===== src/rtl/core/bmhq_pkg.sv =====
// Shared types and constants for the binary min-heap queue unit.
// No dependencies; every other file in rtl/core refers to this package by scoped names.
package bmhq_pkg;

    localparam int CAPACITY = 32;
    localparam int KEY_W    = 32;
    localparam int CNT_W    = $clog2(CAPACITY + 1);

    typedef enum logic
    {
        CMD_INSERT = 1'b0,
        CMD_REMOVE = 1'b1
    } cmd_t;

    typedef enum logic [1:0]
    {
        ST_OK    = 2'd0,
        ST_FULL  = 2'd1,
        ST_EMPTY = 2'd2
    } status_t;

    // Broadcast control from the top level to every cell
    typedef struct packed
    {
        logic                    ins_en;
        logic                    rem_en;
        logic signed [KEY_W-1:0] key;
    } ctl_t;

    // Hand-off from a cell to its right neighbor
    typedef struct packed
    {
        logic                    gt;
        logic signed [KEY_W-1:0] key;
    } link_t;

endpackage


===== src/rtl/core/bmhq_cell.sv =====
// One slot of the sorted key chain: holds one key and trades it with its neighbors.
// Depends on bmhq_pkg (ctl_t, link_t, KEY_W).
module bmhq_cell
(
    input  logic                              clk,
    input  bmhq_pkg::ctl_t                    ctl,
    input  logic                              occ,
    input  bmhq_pkg::link_t                   left,
    input  logic signed [bmhq_pkg::KEY_W-1:0] right_key,
    output bmhq_pkg::link_t                   link
);

    logic signed [bmhq_pkg::KEY_W-1:0] key_reg;
    logic signed [bmhq_pkg::KEY_W-1:0] key_next;
    logic                              gt;

    // On insert this slot takes a key when it is free or holds a larger key than the new one
    assign gt = occ && (key_reg > ctl.key);

    always_comb
    begin
        key_next = key_reg;
        if (ctl.ins_en && (gt || !occ))
        begin
            // take the left key if it shifts right, otherwise take the new key
            key_next = left.gt ? left.key : ctl.key;
        end
        else if (ctl.rem_en)
        begin
            key_next = right_key;
        end
    end

    always_ff @(posedge clk)
    begin
        key_reg <= key_next;
    end

    assign link.gt  = gt;
    assign link.key = key_reg;

endmodule


===== src/rtl/core/binary_min_heap_queue_unit.sv =====
// Top level of the min-priority queue: a sorted chain of key cells plus fill count and result register.
// Depends on bmhq_pkg and bmhq_cell.
//
//  beat        handshake              payload
//  command     cmd_valid / cmd_ready  command, value
//  response    rsp_valid / rsp_ready  removed_value, status, entry_count
//
// Every cell compares its key with the new key at once; on insert the cells holding a larger key
// shift right to make room, and on remove every cell shifts left, so the whole chain updates together.
// The response sits in a register; a new command is taken whenever that register is
// empty or being drained in the same cycle.
// Reset clears the fill count and the response valid; cell keys need no reset.
module binary_min_heap_queue_unit
(
    input  logic                              clk,
    input  logic                              rst_n,
    input  logic                              cmd_valid,
    output logic                              cmd_ready,
    input  logic                              command,
    input  logic signed [bmhq_pkg::KEY_W-1:0] value,
    output logic                              rsp_valid,
    input  logic                              rsp_ready,
    output logic signed [bmhq_pkg::KEY_W-1:0] removed_value,
    output logic [1:0]                        status,
    output logic [bmhq_pkg::CNT_W-1:0]        entry_count
);

    logic [bmhq_pkg::CNT_W-1:0]        count_reg;
    logic [bmhq_pkg::CNT_W-1:0]        count_next;
    logic                              rsp_valid_reg;
    logic                              rsp_valid_next;
    logic signed [bmhq_pkg::KEY_W-1:0] removed_reg;
    logic signed [bmhq_pkg::KEY_W-1:0] removed_next;
    bmhq_pkg::status_t                 status_reg;
    bmhq_pkg::status_t                 status_next;
    logic                              accept;
    logic                              is_full;
    logic                              is_empty;
    bmhq_pkg::ctl_t                    ctl;
    bmhq_pkg::link_t                   links [bmhq_pkg::CAPACITY];
    logic [bmhq_pkg::CAPACITY-1:0]     occ;

    assign cmd_ready = !rsp_valid_reg || rsp_ready;
    assign accept    = cmd_valid && cmd_ready;
    assign is_full   = (count_reg == bmhq_pkg::CNT_W'(bmhq_pkg::CAPACITY));
    assign is_empty  = (count_reg == '0);

    assign ctl.ins_en = accept && (bmhq_pkg::cmd_t'(command) == bmhq_pkg::CMD_INSERT) && !is_full;
    assign ctl.rem_en = accept && (bmhq_pkg::cmd_t'(command) == bmhq_pkg::CMD_REMOVE) && !is_empty;
    assign ctl.key    = value;

    genvar i;
    generate
        for (i = 0; i < bmhq_pkg::CAPACITY; i++)
        begin : g_cell
            bmhq_pkg::link_t                   left_in;
            logic signed [bmhq_pkg::KEY_W-1:0] right_in;

            assign occ[i] = (count_reg > bmhq_pkg::CNT_W'(i));

            if (i == 0)
            begin : g_first
                assign left_in = '0;
            end
            else
            begin : g_mid
                assign left_in = links[i-1];
            end

            if (i == bmhq_pkg::CAPACITY - 1)
            begin : g_last
                assign right_in = '0;
            end
            else
            begin : g_inner
                assign right_in = links[i+1].key;
            end

            bmhq_cell u_cell
            (
                .clk       (clk),
                .ctl       (ctl),
                .occ       (occ[i]),
                .left      (left_in),
                .right_key (right_in),
                .link      (links[i])
            );
        end
    endgenerate

    always_comb
    begin
        count_next     = count_reg;
        rsp_valid_next = rsp_valid_reg && !rsp_ready;
        removed_next   = removed_reg;
        status_next    = status_reg;
        if (accept)
        begin
            rsp_valid_next = 1'b1;
            removed_next   = '0;
            status_next    = bmhq_pkg::ST_OK;
            if (bmhq_pkg::cmd_t'(command) == bmhq_pkg::CMD_INSERT)
            begin
                if (is_full)
                    status_next = bmhq_pkg::ST_FULL;
                else
                    count_next = count_reg + 1'b1;
            end
            else
            begin
                if (is_empty)
                begin
                    status_next = bmhq_pkg::ST_EMPTY;
                end
                else
                begin
                    removed_next = links[0].key;
                    count_next   = count_reg - 1'b1;
                end
            end
        end
    end

    always_ff @(posedge clk or negedge rst_n)
    begin
        if (!rst_n)
        begin
            count_reg     <= '0;
            rsp_valid_reg <= 1'b0;
        end
        else
        begin
            count_reg     <= count_next;
            rsp_valid_reg <= rsp_valid_next;
        end
    end

    always_ff @(posedge clk)
    begin
        removed_reg <= removed_next;
        status_reg  <= status_next;
    end

    assign rsp_valid     = rsp_valid_reg;
    assign removed_value = removed_reg;
    assign status        = status_reg;
    assign entry_count   = count_reg;

    // Fill count never passes capacity
    assert property (@(posedge clk) disable iff (!rst_n)
        count_reg <= bmhq_pkg::CNT_W'(bmhq_pkg::CAPACITY))
        else $error("fill count above capacity");

    // Head of the chain is no larger than the next key held
    assert property (@(posedge clk) disable iff (!rst_n)
        (count_reg >= bmhq_pkg::CNT_W'(2)) |-> (links[0].key <= links[1].key))
        else $error("chain head out of order");

    // A dropped insert leaves the queue full
    assert property (@(posedge clk) disable iff (!rst_n)
        (rsp_valid_reg && status_reg == bmhq_pkg::ST_FULL)
        |-> (entry_count == bmhq_pkg::CNT_W'(bmhq_pkg::CAPACITY)))
        else $error("full status with room left");

    // A rejected remove reports zero on an empty queue
    assert property (@(posedge clk) disable iff (!rst_n)
        (rsp_valid_reg && status_reg == bmhq_pkg::ST_EMPTY)
        |-> (entry_count == '0 && removed_reg == '0))
        else $error("empty status with keys held");

    // The count moves only when a beat is taken
    assert property (@(posedge clk) disable iff (!rst_n)
        !accept |=> $stable(count_reg))
        else $error("fill count changed without a beat");

endmodule

===== config.mk =====
export PLATFORM = sky130hd
export DESIGN_NAME = binary_min_heap_queue_unit
export DESIGN_NICKNAME = d
export VERILOG_FILES = /design/src/rtl/core/bmhq_pkg.sv /design/src/rtl/core/bmhq_cell.sv /design/src/rtl/core/binary_min_heap_queue_unit.sv
export SDC_FILE = /design/constraint.sdc
export NUM_CORES = 2
export LEC_CHECK = 0
export BUFFER_PORTS_ARGS = -buffer_cell sky130_fd_sc_hd__buf_2
export CORE_ASPECT_RATIO = 1.1
export CORE_MARGIN = 8
export CORE_UTILIZATION = 55
export DETAILED_ROUTE_END_ITERATION = 10
export PLACE_DENSITY = 0.75
export SLEW_MARGIN = 10
export SYNTH_ARGS = -nofsm -noshare
export SYNTH_HDL_FRONTEND = slang
export SYNTH_SLANG_ARGS = --single-unit

===== constraint.sdc =====
create_clock -name clk -period 4.45 [get_ports clk]
set_input_delay 0.445 -clock clk [delete_from_list [all_inputs] [get_ports clk]]
set_output_delay 0.445 -clock clk [all_outputs]
set_load 0.02 [all_outputs]

==> key figures <==
Synth
  – Mean Syn Cell Area: 11.49 sq um
  – Mapped Cells: 6870
  – Syn Nets: 7935
  – Synthesized area: 0.07891 sq mm
  – Yosys warnings: 0
  – Seq/Total Area, Yosys: 0.4049
  – FFs w/ async S/R, synth: 0.006573
  – FF+latch count, synth: 1065
  – Top_reg_cell synth: edfxtp_1
  – Post-synth cell types: 87
  – EDFF count, synth: 1058

Worst setup path
  – Buf/Inv on CP: 1
  – Critical path arrival: 4640 ps
  – Top delay family on crit path: compound AO/OA/AOI/OAI gates
  – Most common cell on crit path: a21boi_0
  – CP required: 4940 ps
  – Worst Setup End Kind: flip-flop
  – Max incr delay on CP: 800 ps
  – R2R depth: 10
  – Critical R2R Capture: g_cell[8].u_cell.key_reg[4]
  – Worst path slowest cell: nor4_1
  – Critical path depth: 10
  – CP Launch Type: flip-flop
  – Cell Chain, Critical Path: ha_1 -> nand4_1 -> nor4_1 -> a21boi_0 -> o41ai_1 -> a21boi_0 -> o21ai_2 -> a21oi_2 -> buf_4 -> mux2_2
  – Critical path class: reg -> reg
  – R2r setup slk: 310 ps
  – Reg2reg start: g_cell[8].u_cell.key_reg[15]
  – Maximum fanout along the worst path: 16

Flow run
  – Max-cap violations: 0

STA
  – Peak Freq: 241.3 MHz
  – Setup WS post-layout: 305.8 ps
  – Final hold violation count: 0
  – Min Tclk post-route: 4144 ps
  – Total Neg Setup Slack: 0 ps
  – Final count of negative-setup-slack endpoints: 0
  – Final Skew: 36.81 ps
  – Fin crit share: 0.9313
  – Count of pins over their slew limit: 0
  – RSZ-0062 raised after global routing: no
  – Slew @ Worst Pin: 1220 ps
  – Worst relative slew slack: 0.1866

Finish
  – Largest register FFs: 1024
  – Layout cells sized above 1: 0.2509
  – Fin nets: 8099
  – Most common cell after layout, fill and taps aside: mux2_2
  – Most frequent cells in the layout: mux2_2, edfxtp_1, ha_1, a21oi_1, nand2_1
  – Fin cells: 9052
  – Area growth syn-to-layout: 11.01%

Die
  – Placement Rows: 145
  – Ports: 79
  – Core area: 0.1422 sq mm
  – Chip width: 377.1 um
  – Starting Density: 0.5548
  – Die Area: 0.1559 sq mm
  – Die Ht: 413.3 um

Clocking
  – Clock tree buffer depth: 3
  – H-tree depth: 3
  – CTS tree: done
  – Post-CTS setup buffers: 0
  – Clock transition at path regs: 60 ps
  – CTS sink count: 1065
  – Post-CTS Hold Buffers: 3
  – Root Buffer: clkbuf_16
  – Post_cts resized: 0
  – CTS buffer count: 118
  – Clk_lat worst skew: 780 ps

Pwr
  – PD cells: 505.4 mW/mm^2
  – Overall Power: 0.04427 W
  – Worst vdd ir: 0.3653 mV
  – Pleak: 35.41 nW

GRT
  – Grt total ovfl: 0
  – Initial antenna violation count: 6
  – Number of global-route vias before repair: 61930
  – Largest net degree at the start of global routing: 65
  – Global-route wire length before repair: 386900 um
  – Tot GR Track Use: 0.3241

Placed design
  – Placed insts: 8822
  – Number of buffers inserted by port buffering: 78
  – Final Wtd Congestion: 0.9326
  – Pre-CTS WS: 24.43 ps
  – Hpwl dp: 192500 um

Hold path
  – Hold Crit Class: in -> async

Detailed routing
  – Drt first pass iters: 6
  – Vias per std cell: 6.756
  – Drt drc: 0
  – Initial detailed-routing violation count: 6092
  – DR vias: 61160
  – Final WL: 261400 um
  – Routed wire per std cell: 28.88 um
  – Antenna viol nets, final: 0

Status
  – Status: finished clean
[worst register-to-register path, stage by stage, from the launching register on]
cell	delay, ps
edfxtp_1	460
ha_1	360
nand4_1	200
nor4_1	800
a21boi_0	410
o41ai_1	210
a21boi_0	350
o21ai_2	140
a21oi_2	280
buf_4	310
mux2_2	370
[per-layer routing]
| layer | vias up | part of all wire | global-route usage |
|---|---|---|---|
| met1 | 30030 | 0.38 | 0.3961 |
| li1 | 27020 | - | - |
| met5 | - | 0.000050 | 0 |
| met3 | 993 | 0.083 | 0.05840 |
| met4 | 2 | 0.070 | 0.2008 |
| met2 | 3119 | 0.47 | 0.5317 |
[where the power goes]
group | total, W | switching [W] | internal, W
combinational | 0.0186 | 0.0102 | 0.00843
sequential | 0.0158 | 0.00196 | 0.0138
clock | 0.00988 | 0.00440 | 0.00548
total | 0.0443 | 0.0166 | 0.0277
[synthesized netlist by cell type (all sizes together), types with 141 or more instances]
cell / n / area share
clkbuf: 237 / 0.011
nor2: 270 / 0.013
o21ai: 281 / 0.018
mux2i: 459 / 0.058
a21oi: 573 / 0.036
edfxtp: 1058 / 0.40
inv: 156 / 0.0074
ha: 1028 / 0.16
nand4: 206 / 0.016
nand2: 459 / 0.022
buf: 141 / 0.0089
mux2: 1148 / 0.17
[how the worst max path moves through the flow]
stage | from | to | slack (ps)
after floorplan | value[29] | g_cell[17].u_cell.key_reg[0] | -70
after global routing | g_cell[8].u_cell.key_reg[15] | g_cell[8].u_cell.key_reg[4] | 210
after CTS | g_cell[8].u_cell.key_reg[15] | g_cell[8].u_cell.key_reg[2] | 500
after detailed placement | value[15] | g_cell[8].u_cell.key_reg[5] | 20
final | g_cell[8].u_cell.key_reg[15] | g_cell[8].u_cell.key_reg[4] | 310
after global placement | value[15] | g_cell[8].u_cell.key_reg[7] | 150
[final cells by class]
class,count,area (sq um)
multi-input cells,5271,45140
repair buffers,422,3746
clock inverters,79,694.4
diodes,3,7.507
well taps,1911,2391
flip-flops and latches,1065,31950
clock buffers,145,3075
inverters,156,589.3
fillers,11270,54640
[logic make-up after synthesis]
group	share of synthesized area
muxes	0.2234
AOI/OAI and AO/OA	0.09983
and+or+nand+nor	0.08052
DFF	0.4049
adders and majority gates	0.1630
buffers and inverters	0.02757
xor gates and xnor gates	0.0007770
[through the flow]
step                hold slack [ps]  utilization  instance area, sq um
floorplan                     149.4            -                 78930
global placement              290.9       0.5890                 83780
detailed placement            291.4       0.5890                 83780
CTS                           15.20       0.6158                 87580
global route                  57.71       0.6158                 87580
finish                        60.50       0.6158                 87590
No activity file was read; power rests on OpenSTA's default activity.
